`config.mk`:
```
export PLATFORM = sky130hd
export DESIGN_NAME = snp_packet_deframer
export DESIGN_NICKNAME = d
export VERILOG_FILES = /design/src/sdf_pkg.sv /design/src/snp_packet_deframer.sv /design/src/sdf_front.sv /design/src/sdf_queue.sv /design/src/sdf_back.sv
export SDC_FILE = /design/constraint.sdc
export NUM_CORES = 1
export LEC_CHECK = 0
export BUFFER_PORTS_ARGS = -buffer_cell sky130_fd_sc_hd__buf_2
export CORE_UTILIZATION = 60
export CTS_CLUSTER_SIZE = 14
export DETAILED_ROUTE_END_ITERATION = 16
export GPL_TIMING_DRIVEN = 0
export PLACE_DENSITY = 0.88
export SLEW_MARGIN = 20
export SYNTH_ARGS = -nofsm -noshare
export SYNTH_HDL_FRONTEND = slang
export SYNTH_HIERARCHICAL = 1
export SYNTH_SLANG_ARGS = --single-unit
```
`constraint.sdc`:
```
create_clock -name clk -period 5.5 [get_ports clk]
set_input_delay 0.825 -clock clk [delete_from_list [all_inputs] [get_ports clk]]
set_output_delay 0.825 -clock clk [all_outputs]
set_load 0.03 [all_outputs]
```
`src/sdf_pkg.sv`:
```
// package for the snp packet deframer
// holds the phase, word-kind and status codes and the types shared by front, queue and back
// depends on nothing
`timescale 1ns / 1ps

package sdf_pkg;

	localparam int MAX_BATCH_WORDS_DEF = 15;
	localparam int QUEUE_DEPTH         = 4;

	localparam logic [7:0]  CH_S    = 8'h73;
	localparam logic [7:0]  CH_N    = 8'h6E;
	localparam logic [7:0]  CH_P    = 8'h70;
	localparam logic [15:0] HDR_SUM = 16'({8'h00, CH_S}) + 16'({8'h00, CH_N}) + 16'({8'h00, CH_P});
	localparam logic [2:0]  MIN_BUFFER_BYTES = 3'd7;

	typedef enum logic [2:0] {
		PH_HUNT = 3'd0,
		PH_TYPE = 3'd1,
		PH_ADDR = 3'd2,
		PH_DATA = 3'd3,
		PH_CKHI = 3'd4,
		PH_CKLO = 3'd5,
		PH_DONE = 3'd6
	} phase_t;

	typedef enum logic [2:0] {
		K_IGNORE = 3'd0,
		K_HDR    = 3'd1,
		K_TYPE   = 3'd2,
		K_ADDR   = 3'd3,
		K_DATA   = 3'd4,
		K_CKHI   = 3'd5,
		K_CKLO   = 3'd6
	} kind_t;

	typedef enum logic [2:0] {
		ST_OK        = 3'd0,
		ST_SHORT     = 3'd1,
		ST_NO_HEADER = 3'd2,
		ST_TRUNCATED = 3'd3,
		ST_MISMATCH  = 3'd4
	} status_t;

	// one classified word handed from front to back
	typedef struct packed {
		kind_t      kind;
		logic [7:0] data;
		logic       eob;
		logic       eob_emit;
		status_t    eob_status;
	} cmd_t;

	typedef struct packed {
		logic full;
		logic empty;
	} queue_stat_t;

endpackage

```
`src/snp_packet_deframer.sv`:
```
// snp packet deframer top level: front classifier, command queue, back datapath
// an accepted word is stored in a queue entry, and its result, if it has one, is then registered in the result register
// throughput: one word per cycle while neither side stalls, set by the single-word front and back stages
// the four-entry queue and the result register let either side stall on its own
// reset (arst_n low, asynchronous) clears phase, counters, checksum and queue; hunt restarts
`timescale 1ns / 1ps

module snp_packet_deframer #(
	parameter int MAX_BATCH_WORDS = sdf_pkg::MAX_BATCH_WORDS_DEF
) (
	input  logic        clk,
	input  logic        arst_n,
	input  logic [7:0]  rx_byte,
	input  logic        end_of_buffer,
	input  logic        in_valid,
	output logic        in_stall,
	output logic [2:0]  status,
	output logic [7:0]  packet_type,
	output logic [7:0]  reg_address,
	output logic [3:0]  word_index,
	output logic [31:0] data_word,
	output logic        last,
	output logic        out_valid,
	input  logic        out_stall
);
	import sdf_pkg::*;

	cmd_t        push_cmd, pop_cmd;
	queue_stat_t q_stat;
	logic        push, pop;

	sdf_front #(
		.MAX_BATCH_WORDS(MAX_BATCH_WORDS)
	) u_front (
		.clk          (clk),
		.arst_n       (arst_n),
		.rx_byte      (rx_byte),
		.end_of_buffer(end_of_buffer),
		.in_valid     (in_valid),
		.in_stall     (in_stall),
		.q_stat       (q_stat),
		.push         (push),
		.push_cmd     (push_cmd)
	);

	sdf_queue u_queue (
		.clk     (clk),
		.arst_n  (arst_n),
		.push    (push),
		.push_cmd(push_cmd),
		.pop     (pop),
		.pop_cmd (pop_cmd),
		.q_stat  (q_stat)
	);

	sdf_back u_back (
		.clk        (clk),
		.arst_n     (arst_n),
		.cmd        (pop_cmd),
		.q_stat     (q_stat),
		.pop        (pop),
		.status     (status),
		.packet_type(packet_type),
		.reg_address(reg_address),
		.word_index (word_index),
		.data_word  (data_word),
		.last       (last),
		.out_valid  (out_valid),
		.out_stall  (out_stall)
	);

	a_queue_sane: assert property (@(posedge clk) disable iff (!arst_n)
		!(q_stat.full && q_stat.empty))
		else $error("queue flagged full and empty together");

	a_word_has_data: assert property (@(posedge clk) disable iff (!arst_n)
		(out_valid && !last) |-> (packet_type[7] && status == ST_OK))
		else $error("data word emitted for packet without data");

	a_status_no_word: assert property (@(posedge clk) disable iff (!arst_n)
		(out_valid && last) |-> (data_word == 32'd0))
		else $error("status result carries data");

	a_pop_needs_entry: assert property (@(posedge clk) disable iff (!arst_n)
		(q_stat.empty && !push) |=> !pop || !q_stat.empty)
		else $error("pop from empty queue");

endmodule

```
`src/sdf_front.sv`:
```
// front end of the snp packet deframer: header hunt, phase tracking, byte counting
// classifies each accepted word into a command for the back end; uses sdf_pkg
`timescale 1ns / 1ps

module sdf_front #(
	parameter int MAX_BATCH_WORDS = sdf_pkg::MAX_BATCH_WORDS_DEF
) (
	input  logic                clk,
	input  logic                arst_n,
	input  logic [7:0]          rx_byte,
	input  logic                end_of_buffer,
	input  logic                in_valid,
	output logic                in_stall,
	input  sdf_pkg::queue_stat_t q_stat,
	output logic                push,
	output sdf_pkg::cmd_t       push_cmd
);
	import sdf_pkg::*;

	localparam logic [3:0] MAX_BL = 4'(MAX_BATCH_WORDS);

	phase_t      phase_q, phase_n;
	logic [15:0] prior_q, prior_n;
	logic [2:0]  count_q, count_n;
	logic [5:0]  left_q, left_n;
	logic [3:0]  batch_len;
	logic [5:0]  data_len;
	kind_t       kind;
	logic        hdr_hit;

	assign in_stall = q_stat.full;
	assign push     = in_valid && !q_stat.full;
	assign hdr_hit  = (rx_byte == CH_P) && (prior_q == {CH_S, CH_N});

	always_comb begin
		batch_len = (rx_byte[5:2] > MAX_BL) ? MAX_BL : rx_byte[5:2];
		if (!rx_byte[7]) begin
			data_len = 6'd0;
		end else if (rx_byte[6]) begin
			data_len = {batch_len, 2'b00};
		end else begin
			data_len = 6'd4;
		end
	end

	// next state
	always_comb begin
		phase_n = phase_q;
		prior_n = prior_q;
		left_n  = left_q;
		count_n = (count_q == MIN_BUFFER_BYTES) ? count_q : count_q + 3'd1;
		case (phase_q)
			PH_HUNT: begin
				prior_n = {prior_q[7:0], rx_byte};
				if (hdr_hit) begin
					phase_n = PH_TYPE;
				end
			end
			PH_TYPE: begin
				left_n  = data_len;
				phase_n = PH_ADDR;
			end
			PH_ADDR: begin
				phase_n = (left_q != 6'd0) ? PH_DATA : PH_CKHI;
			end
			PH_DATA: begin
				left_n = (left_q != 6'd0) ? left_q - 6'd1 : 6'd0;
				if (left_n == 6'd0) begin
					phase_n = PH_CKHI;
				end
			end
			PH_CKHI: begin
				phase_n = PH_CKLO;
			end
			PH_CKLO: begin
				phase_n = PH_DONE;
			end
			default: begin
			end
		endcase
	end

	// outputs
	always_comb begin
		case (phase_q)
			PH_HUNT: kind = hdr_hit ? K_HDR : K_IGNORE;
			PH_TYPE: kind = K_TYPE;
			PH_ADDR: kind = K_ADDR;
			PH_DATA: kind = K_DATA;
			PH_CKHI: kind = K_CKHI;
			PH_CKLO: kind = K_CKLO;
			default: kind = K_IGNORE;
		endcase
		push_cmd.kind     = kind;
		push_cmd.data     = rx_byte;
		push_cmd.eob      = end_of_buffer;
		push_cmd.eob_emit = end_of_buffer && (phase_n != PH_DONE);
		if (count_n < MIN_BUFFER_BYTES) begin
			push_cmd.eob_status = ST_SHORT;
		end else if (phase_n == PH_HUNT) begin
			push_cmd.eob_status = ST_NO_HEADER;
		end else begin
			push_cmd.eob_status = ST_TRUNCATED;
		end
	end

	always_ff @(posedge clk or negedge arst_n) begin
		if (!arst_n) begin
			phase_q <= PH_HUNT;
			prior_q <= '0;
			count_q <= '0;
			left_q  <= '0;
		end else if (push) begin
			if (end_of_buffer) begin
				phase_q <= PH_HUNT;
				prior_q <= '0;
				count_q <= '0;
				left_q  <= '0;
			end else begin
				phase_q <= phase_n;
				prior_q <= prior_n;
				count_q <= count_n;
				left_q  <= left_n;
			end
		end
	end

endmodule

```
`src/sdf_queue.sv`:
```
// short command queue between front and back of the snp packet deframer
// circular buffer of classified words; uses sdf_pkg
`timescale 1ns / 1ps

module sdf_queue (
	input  logic                 clk,
	input  logic                 arst_n,
	input  logic                 push,
	input  sdf_pkg::cmd_t        push_cmd,
	input  logic                 pop,
	output sdf_pkg::cmd_t        pop_cmd,
	output sdf_pkg::queue_stat_t q_stat
);
	import sdf_pkg::*;

	localparam int PTR_W = (QUEUE_DEPTH > 1) ? $clog2(QUEUE_DEPTH) : 1;
	localparam int CNT_W = $clog2(QUEUE_DEPTH + 1);
	localparam logic [PTR_W-1:0] LAST_PTR = PTR_W'(QUEUE_DEPTH - 1);
	localparam logic [CNT_W-1:0] FULL_CNT = CNT_W'(QUEUE_DEPTH);

	cmd_t             entry_q [QUEUE_DEPTH];
	logic [PTR_W-1:0] wr_q, rd_q;
	logic [CNT_W-1:0] cnt_q;
	logic             do_push, do_pop;

	assign q_stat.full  = (cnt_q == FULL_CNT);
	assign q_stat.empty = (cnt_q == '0);
	assign do_push      = push && !q_stat.full;
	assign do_pop       = pop && !q_stat.empty;
	assign pop_cmd      = entry_q[rd_q];

	always_ff @(posedge clk) begin
		if (do_push) begin
			entry_q[wr_q] <= push_cmd;
		end
	end

	always_ff @(posedge clk or negedge arst_n) begin
		if (!arst_n) begin
			wr_q  <= '0;
			rd_q  <= '0;
			cnt_q <= '0;
		end else begin
			if (do_push) begin
				wr_q <= (wr_q == LAST_PTR) ? '0 : wr_q + 1'b1;
			end
			if (do_pop) begin
				rd_q <= (rd_q == LAST_PTR) ? '0 : rd_q + 1'b1;
			end
			case ({do_push, do_pop})
				2'b10:   cnt_q <= cnt_q + 1'b1;
				2'b01:   cnt_q <= cnt_q - 1'b1;
				default: cnt_q <= cnt_q;
			endcase
		end
	end

endmodule

```
`src/sdf_back.sv`:
```
// back end of the snp packet deframer: checksum, word assembly and result register
// carries out commands from the queue; uses sdf_pkg
`timescale 1ns / 1ps

module sdf_back (
	input  logic                 clk,
	input  logic                 arst_n,
	input  sdf_pkg::cmd_t        cmd,
	input  sdf_pkg::queue_stat_t q_stat,
	output logic                 pop,
	output logic [2:0]           status,
	output logic [7:0]           packet_type,
	output logic [7:0]           reg_address,
	output logic [3:0]           word_index,
	output logic [31:0]          data_word,
	output logic                 last,
	output logic                 out_valid,
	input  logic                 out_stall
);
	import sdf_pkg::*;

	logic [7:0]  type_q, type_n;
	logic [7:0]  addr_q, addr_n;
	logic [23:0] asm_q, asm_n;
	logic [1:0]  biw_q, biw_n;
	logic [3:0]  wcnt_q, wcnt_n;
	logic [15:0] sum_q, sum_n;
	logic [7:0]  ckhi_q, ckhi_n;
	logic [15:0] sum_add;

	logic        emit;
	status_t     res_status;
	logic [3:0]  res_index;
	logic [31:0] res_word;
	logic        res_last;

	logic        can_take;
	logic        out_valid_q;
	logic [2:0]  status_q;
	logic [7:0]  type_out_q, addr_out_q;
	logic [3:0]  index_q;
	logic [31:0] word_q;
	logic        last_q;

	assign can_take = !out_valid_q || !out_stall;
	assign pop      = can_take && !q_stat.empty;
	assign sum_add  = sum_q + {8'h00, cmd.data};

	always_comb begin
		type_n     = type_q;
		addr_n     = addr_q;
		asm_n      = asm_q;
		biw_n      = biw_q;
		wcnt_n     = wcnt_q;
		sum_n      = sum_q;
		ckhi_n     = ckhi_q;
		emit       = 1'b0;
		res_status = ST_OK;
		res_index  = wcnt_q;
		res_word   = '0;
		res_last   = 1'b0;
		case (cmd.kind)
			K_HDR: begin
				sum_n = HDR_SUM;
			end
			K_TYPE: begin
				type_n = cmd.data;
				sum_n  = sum_add;
			end
			K_ADDR: begin
				addr_n = cmd.data;
				sum_n  = sum_add;
			end
			K_DATA: begin
				sum_n = sum_add;
				if (biw_q == 2'd3) begin
					emit     = 1'b1;
					res_word = {asm_q, cmd.data};
					wcnt_n   = wcnt_q + 4'd1;
					biw_n    = 2'd0;
					asm_n    = '0;
				end else begin
					asm_n = {asm_q[15:0], cmd.data};
					biw_n = biw_q + 2'd1;
				end
			end
			K_CKHI: begin
				ckhi_n = cmd.data;
			end
			K_CKLO: begin
				emit       = 1'b1;
				res_last   = 1'b1;
				res_status = ({ckhi_q, cmd.data} == sum_q) ? ST_OK : ST_MISMATCH;
			end
			default: begin
			end
		endcase
		// end-of-buffer status overrides a word completed on the same byte
		if (cmd.eob_emit) begin
			emit       = 1'b1;
			res_last   = 1'b1;
			res_status = cmd.eob_status;
			res_index  = wcnt_n;
			res_word   = '0;
		end
	end

	always_ff @(posedge clk or negedge arst_n) begin
		if (!arst_n) begin
			type_q <= '0;
			addr_q <= '0;
			asm_q  <= '0;
			biw_q  <= '0;
			wcnt_q <= '0;
			sum_q  <= '0;
			ckhi_q <= '0;
		end else if (pop) begin
			if (cmd.eob) begin
				type_q <= '0;
				addr_q <= '0;
				asm_q  <= '0;
				biw_q  <= '0;
				wcnt_q <= '0;
				sum_q  <= '0;
				ckhi_q <= '0;
			end else begin
				type_q <= type_n;
				addr_q <= addr_n;
				asm_q  <= asm_n;
				biw_q  <= biw_n;
				wcnt_q <= wcnt_n;
				sum_q  <= sum_n;
				ckhi_q <= ckhi_n;
			end
		end
	end

	always_ff @(posedge clk or negedge arst_n) begin
		if (!arst_n) begin
			out_valid_q <= 1'b0;
		end else if (can_take) begin
			out_valid_q <= pop && emit;
		end
	end

	always_ff @(posedge clk) begin
		if (pop && emit) begin
			status_q   <= res_status;
			type_out_q <= type_n;
			addr_out_q <= addr_n;
			index_q    <= res_index;
			word_q     <= res_word;
			last_q     <= res_last;
		end
	end

	assign out_valid   = out_valid_q;
	assign status      = status_q;
	assign packet_type = type_out_q;
	assign reg_address = addr_out_q;
	assign word_index  = index_q;
	assign data_word   = word_q;
	assign last        = last_q;

endmodule

```
Word-level counts from Yosys, hierarchy flattened
Memory sizes are Yosys's and may differ from the RTL's.
Cells that the tools add are included.
{ "word_totals": {"wordCells": 136, "inputBits": 13, "register_bits": 162, "memories": 1, "ramBits": 64, "out_inout_bits": 58} }
{ "memory_table": {"columns": ["memory", "words", "width", "read_ports", "rd_clocked_by_memory_dff", "wr", "line", "text"], "rows": [
  ["u_queue.entry_q", 4, 16, 1, 0, 1, "sdf_queue.sv:21", "cmd_t entry_q [QUEUE_DEPTH];"]
]} }
{ "classes": {"add_sub_neg": 9, "n_mux": 49, "bitwise": 2, "n_lt_le_gt_ge": 2, "eq_ne": 22, "n_reduce_logical": 30} }
{ "ops": {"columns": ["operator", "n"], "rows": [
  ["$mux 24", 3],
  ["$mux 16", 3],
  ["$mux 8", 6],
  ["$pmux 3 s6", 2],
  ["$pmux 16 s2", 1],
  ["$mux 3", 10],
  ["$mux 6", 4],
  ["$eq 3x3->1 const B", 7],
  ["$mux 4", 5],
  ["$add 16x8->16", 1],
  ["$eq 16x15->1 const B", 1],
  ["$eq 16x16->1", 1],
  ["$eq 3x2->1 const B", 4],
  ["$pmux 6 s2", 1],
  ["$mux 2", 5],
  ["$reduce_and 2->1", 5],
  ["$logic_not 3->1", 3],
  ["$eq 2x2->1 const B", 4],
  ["$eq 8x7->1 const B", 1],
  ["$reduce_bool 2->1", 4],
  ["$logic_and 1x1->1", 7],
  ["$mux 1", 7],
  ["$add 2x1->2 const B", 3],
  ["$add 3x1->3 const B", 2],
  ["other kinds (17)", 24]
]} }

Longest topological paths before layout
Gate-level depths: netlist (run 1).
{ "logic_depth": {"depth_word": 8, "mapped_depth": 12, "mapped_depth_nobuf": 12} }

Cells and area by module
The synthesis (run 1) kept the hierarchy.
{ "modules_own_cells": {"columns": ["mod", "seq_area_each_um2", "area_each_um2", "n_inst", "cells_per_inst"], "rows": [
  ["sdf_back", 3458.3, 5718.0, 1, 491],
  ["sdf_queue", 2097.0, 2768.9, 1, 125],
  ["sdf_front", 700.7, 1672.9, 1, 170]
]} }

Worst setup path after synthesis (run 1)
OpenSTA, ideal clock, no wires.
{ "synth_timing": {"kind": "register to register", "from": "reg u_queue.rd_q[0]", "to": "reg u_back.word_q[0], in the netlist u_back/data_word[0] (enable)", "stages_incl_launch_ff": 9, "setup_time_ps": 472, "required_ps": 5028, "path_buffers": 3, "arrival_ps": 4340, "period_less_slack_ps": 4812, "setup_slack_ps": 688, "cell_sequence": "dfrtp_1 buf_4 buf_4 mux4_2 buf_6 nor3b_2 and2_1 nor2_1 nor2_1"} }
{ "synth_lines": {"columns": ["item", "line", "text"], "rows": [
  ["start: declaration", "sdf_queue.sv:22", "logic [PTR_W-1:0] wr_q, rd_q;"],
  ["start signal: assignment", "sdf_queue.sv:48", "rd_q <= (rd_q == LAST_PTR) ? '0 : rd_q + 1'b1;"],
  ["end signal: assignment", "sdf_back.sv:152", "word_q <= res_word;"],
  ["end: declaration", "sdf_back.sv:42", "logic [31:0] word_q;"]
]} }

==> results of run 1 <==
-- metal layers --
metal  routed length (um)  share of wire
met5                    0              0
met4                  563          0.026
met3                 1380          0.063
met2                11100           0.51
met1                 8800           0.40
-- final cells by class --
type	count	area, um^2	share of cell area
flip-flops and latches	226	6260	0.539
multi-input cells	494	3560	0.307
clock buffers	33	656	0.0565
repair buffers	72	427	0.0368
well taps	220	275	0.0237
plain buffers	46	273	0.0235
inverters	20	77.6	0.00669
clock inverters	11	75.1	0.00647
-- power by group through the flow --
stage                     logic, W  registers (W)  clock network [W]
final                      0.00336        0.00279            0.00150
after global routing       0.00363        0.00285            0.00158
after CTS                  0.00334        0.00279            0.00152
after detailed placement   0.00329        0.00281                  0
after global placement     0.00310        0.00281                  0
after floorplan            0.00192        0.00322                  0
-- cells in the mapped netlist (all sizes together) (8+ instances only) --
library cell | n | share of area
nand3 | 9 | 0.0044
xor2 | 9 | 0.0078
nor2 | 21 | 0.0087
nand4 | 9 | 0.0068
buf | 31 | 0.021
and2 | 41 | 0.025
clkbuf | 15 | 0.0058
inv | 18 | 0.0069
nand2 | 107 | 0.040
a21oi | 19 | 0.0094
edfxtp | 120 | 0.35
nor3 | 8 | 0.0044
xnor2 | 14 | 0.012
o21ai | 61 | 0.030
mux2 | 23 | 0.026
a22o | 34 | 0.029
dfrtp | 106 | 0.26
ha | 19 | 0.023
mux4 | 16 | 0.035
and3 | 9 | 0.0062
-- registers in the layout (all words and copies together) (netlist names) --
register	cells
u_front/left_q	6
u_back/last	1
u_back/data_word	32
u_back/type_q	8
u_queue/entry_q	64
u_front/phase_q	3
u_back/sum_q	16
u_queue/wr_q	2
u_front/prior_q	16
u_back/word_index	4
u_back/asm_q	24
u_back/reg_address	8
u_queue/rd_q	2
u_back/status	3
u_front/count_q	3
u_back/ckhi_q	8
u_queue/cnt_q	3
u_back/packet_type	8
u_back/biw_q	2
u_back/out_valid	1
u_back/wcnt_q	4
u_back/addr_q	8
-- cell families after synthesis --
family / Yosys count / share of synthesized area
and+or+nand+nor: 248 / 0.130
xor gates and xnor gates: 23 / 0.0198
muxes: 42 / 0.0647
DFF: 226 / 0.616
adders and majority gates: 21 / 0.0273
other: 1 / 0.000369
AOI/OAI and AO/OA: 159 / 0.108
buffers and inverters: 66 / 0.0345
-- through the flow --
stage                     setup TNS (ns)  hold slack, ns  cells  area, um^2
final                                  0           0.196   1122       11600
after global placement            -18.57           0.453   1075       10800
after floorplan                        0           0.442    786       10200
after CTS                              0           0.194   1122       11600
after detailed placement               0           0.464   1078       10900
after global routing                   0           0.204   1122       11600
-- worst max-delay path, stage by stage, from the launching register on --
cell	delay [ns]
dfrtp_1	0.35
buf_4	0.24
buf_4	0.28
mux4_2	0.69
ha_1	0.44
nor4_1	0.57
nand4_1	0.22
nor4_1	0.38
o31ai_1	0.18
-- cells in the final DEF, fill, tap and decap left out, drive strengths merged, types with 3 or more instances in the layout --
cell type / count
nand4b: 3
or3: 5
a21oi: 19
a31oi: 5
o21ai: 61
xor2: 9
a21o: 5
xnor2: 14
mux2i: 3
o31ai: 4
a22o: 34
nand2b: 7
and2: 41
nand2: 107
and3: 9
nand4: 9
edfxtp: 120
inv: 18
nand4bb: 3
clkinv: 12
buf: 103
a32o: 4
nor2b: 4
mux2: 23
nor2: 21
clkbuf: 48
mux4: 16
nor4: 5
ha: 19
a21boi: 4
nor3b: 3
nor3: 8
nand3: 9
dfrtp: 106
-- path summary, 6_finish.rpt --
path | slack (ns) | end | startpoint
max in group asynchronous | 4.62 | u_back/sum_q[3] | arst_n
worst min-delay path | 0.20 | u_back/asm_q[11] | arst_n
worst max register to register | 1.88 | u_back/status[2] | u_queue/rd_q[0]
min in group clk | 0.49 | u_back/asm_q[19] | u_back/asm_q[19]
worst min register to register | 0.49 | u_back/asm_q[19] | u_back/asm_q[19]
worst max-delay path | 1.88 | u_back/status[2] | u_queue/rd_q[0]
==> impl_metrics.tcl, run 1 <==
set metrics [dict create \
    start_kind "flip-flop" \
    cellLeakagePower_nw 4.83 \
    root_buffer "clkbuf_16" \
    ios 71 \
    grt_max_degree 78 \
    p_int_w 0.00455 \
    cts_buffers 24 \
    remaining_drc_errors 0 \
    status "finished clean" \
    max_slew_margin 0.436 \
    grt_antenna_before_repair 0 \
    use_met1 0.333 \
    start_util 0.613 \
    cts-resized-gates 0 \
    cts_setup_buffers 0 \
    num-nets-final 918 \
    antenna_cells 0 \
    synth-seq-area-share 0.616 \
    syn_nets 820 \
    fp.dieW_um 132 \
    timing.final.crit_share 0.657 \
    grt-busiest-layer "met2" \
    irDropWorstVdd_mv 0.423 \
    hold_viol 0 \
    core_um2 16600 \
    place_ws_ns 2.14 \
    cts_tree "built" \
    synth_ff_type "edfxtp_1" \
    yosysUniqueCellTypes 77 \
    swShare 0.406 \
    floorplan.rows 47 \
    grt_util_met2 0.450 \
    gp_congestion 0.901 \
    fin_worst_skew_ns 0.00924 \
    timing.final.ws_setup_ns 1.88 \
    clkLatencyLatePin_ns 0.50 \
    dieArea_um2 17500 \
    ys_warn_count 6 \
    wl_um 21800 \
    synth_area_um2 10200 \
    grt_pass1_vias 6791 \
    ant_nets 0 \
    htreeDepth 1 \
    grt_use_met3 0.0411 \
    port_buffers 69 \
    grtUsageTotal 0.259 \
    cp-end-kind "flip-flop" \
    synth-seq-cells 226 \
    via_count 6843 \
    dr.first_iter.drc_count 542 \
    drv_cap 0 \
    reg2reg_depth 8 \
    layout-drive-gt1-share 0.222 \
    gr-total-overflow 0 \
    dp_hpwl_um 14100 \
    power.total_w 0.00765 \
    async_flop_share 0.469 \
    drv_slew 0 \
    viasPerCell 6.10 \
    cts_hold_buf 0 \
    clockPowerShare 0.196 \
    crit_arrival_ns 3.84 \
    switchingPower_w 0.00311 \
    clk_path_buf_depth 3 \
    seqPwrFrac 0.365 \
    synth-edff-count 120 \
    routedWlPerCell_um 19.5 \
    synth_area_per_cell_um2 12.9 \
    die_h_um 132 \
    cts.clk_slew.worst_paths_ns 0.06 \
    nFillCells 1073 \
    combPwrFrac 0.439 \
    power_density_nw_per_um2 660 \
    cts_sinks 226 \
    first_pass_iters 5 \
    cp_max_fo 10 \
    min_period_ns 3.62 \
    rsz0062_at_grt "false" \
    setup_viol 0 \
    finish.utilization 0.699 \
    syn2layout_area_growth_pct 14.2 \
    crit_required_ns 5.73 \
    critical_path_class "flip-flop to flip-flop" \
    fmax_mhz 277 \
    grt_pass1_wl_um 35300 \
    worst_slew_pin_slew_ns 0.837 \
    hold_path_class "primary input to async pin" \
    synth_cells 786 \
]
Note: power is estimated with default switching activity, not from simulation.
==> inputs of run 2 (changes only) <==
==> constraint.sdc (replaced) <==
create_clock -name clk -period 3.4 [get_ports clk]
set_input_delay 0.51 -clock clk [delete_from_list [all_inputs] [get_ports clk]]
set_output_delay 0.51 -clock clk [all_outputs]
set_load 0.03 [all_outputs]
==> run 2 against run 1 <==
Non-clock buffer count up 3; final cell count about the same; worst hold slack better by 0.020 ns; final area up 0.81%; critical path depth unchanged; clock power up 69%; global-route usage down 0.61 points; utilization up 0.57 points; sequential share of layout area down 0.43 points; maximum frequency up 13%.
==> impl_metrics.tcl, run 2 (same netlist as run 1, synthesis figures left out) <==
set metrics [dict create \
    status "finished clean" \
    cts.clk_slew.worst_paths_ns 0.06 \
    start_kind "flip-flop" \
    start_util 0.613 \
    largest_reg_flops 64 \
    floorplan.rows 47 \
    clkLatencyLatePin_ns 0.51 \
    first_pass_iters 5 \
    routedWlPerCell_um 19.0 \
    critical_path_class "flip-flop to flip-flop" \
    crit_required_ns 3.63 \
    gp_congestion 0.869 \
    viasPerCell 6.09 \
    cp_max_fo 10 \
    regMostFlops "u_queue/entry_q" \
    cts_tree "built" \
    setup_viol 0 \
    grt_pass1_wl_um 34800 \
    max_stage_delay_ns 0.65 \
    reg2reg_depth 8 \
    hold-worst-slack_ns 0.216 \
    drv_slew 0 \
    hold_viol 0 \
    cellLeakagePower_nw 4.87 \
    timing.final.crit_share 0.943 \
    root_buffer "clkbuf_16" \
    dp_hpwl_um 13900 \
    ant_nets 0 \
    reg2reg_slack_ns 0.20 \
    r2r-start "u_queue/rd_q[0]" \
    fmax_mhz 312 \
    min_period_ns 3.20 \
    grt_pass1_vias 6907 \
    grt_antenna_before_repair 0 \
    ios 71 \
    layout-drive-gt1-share 0.231 \
    finish.utilization 0.705 \
    dr.first_iter.drc_count 587 \
    crit_buf_inv 2 \
    place_area_um2 10900 \
    antenna_cells 0 \
    num-nets-final 920 \
    cp-end-kind "flip-flop" \
    worst_slew_pin_slew_ns 0.866 \
    min_path_cells 1 \
    clk_path_buf_depth 3 \
    htreeDepth 1 \
    fin_worst_skew_ns 0.0222 \
    grtUsageTotal 0.253 \
    via_count 6834 \
    remaining_drc_errors 0 \
    grt_max_degree 79 \
    hold_path_class "primary input to flip-flop" \
    port_buffers 69 \
    final_cell_mix "120 x edfxtp_1, 107 x nand2_1, 106 x dfrtp_1" \
    r2r_end "u_back/status[2]" \
    final_common_cell "edfxtp_1" \
    wl_um 21400 \
    crit_path_top_delay_cell "mux4_2" \
    die_h_um 132 \
    path_cells "buf_4, buf_6, mux4_2, ha_1, nor4_2, nand4_1, nor4_1, o31ai_1" \
    irDropWorstVdd_mv 0.640 \
    worst_hold_path.endpoint "u_queue/entry_q[2][4]" \
    hold_start "end_of_buffer" \
    dieArea_um2 17500 \
    rsz0062_at_grt "false" \
    crit_arrival_ns 3.44 \
    power_density_nw_per_um2 1070 \
    cts_sinks 226 \
    cts_buffers 23 \
    power.total_w 0.0126 \
    max_slew_margin 0.416 \
    drv_cap 0 \
    fp.dieW_um 132 \
    crit_family "simple AND/OR/NAND/NOR gates" \
    final_area_um2 11700 \
    core_um2 16600 \
    tns_ns 0 \
    gr-total-overflow 0 \
    syn2layout_area_growth_pct 15.1 \
]
-- run 2: changes by cell type in the layout (fill, tap and decap cells not counted), moves of 2 or more --
| cell | change |
|---|---|
| clkbuf_8 | +2 |
| nor4_2 | +2 |
| nor4_1 | -2 |
| clkinv_1 | -3 |
| clkbuf_1 | -3 |
| bufinv_16 | +2 |
| clkbuf_16 | -2 |
-- run 2: report_power, final --
| part | internal [W] | leakage [nW] | switching [W] |
|---|---|---|---|
| Combinational | 0.00191 | 1.95 | 0.00360 |
| Sequential | 0.00407 | 2.55 | 0.000446 |
| Clock | 0.00152 | 0.369 | 0.00101 |
| Total | 0.00750 | 4.87 | 0.00505 |
-- run 2: through the flow --
stage,instances,worst slack (ns)
6_report,1123,0.195
4_1_cts,1121,0.0295
3_3_place_gp,1075,-0.362
3_5_place_dp,1078,0.0388
2_1_floorplan,786,0.179
5_1_grt,1123,0.0364
-- run 2: per-layer routing --
layer	wire, um	GRT usage	vias up
met4	588	0.101	0
met1	8600	0.332	3401
met2	10800	0.429	286
met5	0	0	-
met3	1340	0.0361	48
li1	-	-	3099
-- run 2: worst max-delay path by stage --
stage / startpoint / end / cells past startpoint
2_1_floorplan: u_queue/rd_q[0] / u_back/data_word[0] / 8
5_1_grt: u_queue/rd_q[0] / u_back/sum_q[10] / 9
6_report: u_queue/rd_q[0] / u_back/status[2] / 8
3_3_place_gp: u_queue/rd_q[0] / u_back/data_word[13] / 8
4_1_cts: u_queue/rd_q[0] / u_back/status[2] / 8
3_5_place_dp: u_queue/rd_q[0] / u_back/status[2] / 8
-- run 2: what timing repair did --
item | in CTS | in global routing
setup endpoints to repair | 0 | 37
hold buffers | 1 | 0
resized for setup | 0 | 6
hold endpoints to repair | 28 | 0
setup buffers | 0 | 2
-- run 2: worst reg2reg max path, cell delays in order (launching register included) --
cell     delay, ns
dfrtp_1       0.37
buf_4         0.23
buf_6         0.21
mux4_2        0.66
ha_1          0.43
nor4_2        0.36
nand4_1       0.13
nor4_1        0.36
o31ai_1       0.19
-- run 2: area by class of cell --
type / count / area [um^2]
buffer: 46 / 277
clock buffer: 30 / 622
clock inverter: 12 / 140
fill: 1098 / 4890
inverter: 20 / 77.6
multi-input combinational: 494 / 3590
sequential: 226 / 6260
tap: 220 / 275
timing repair buffer: 75 / 452
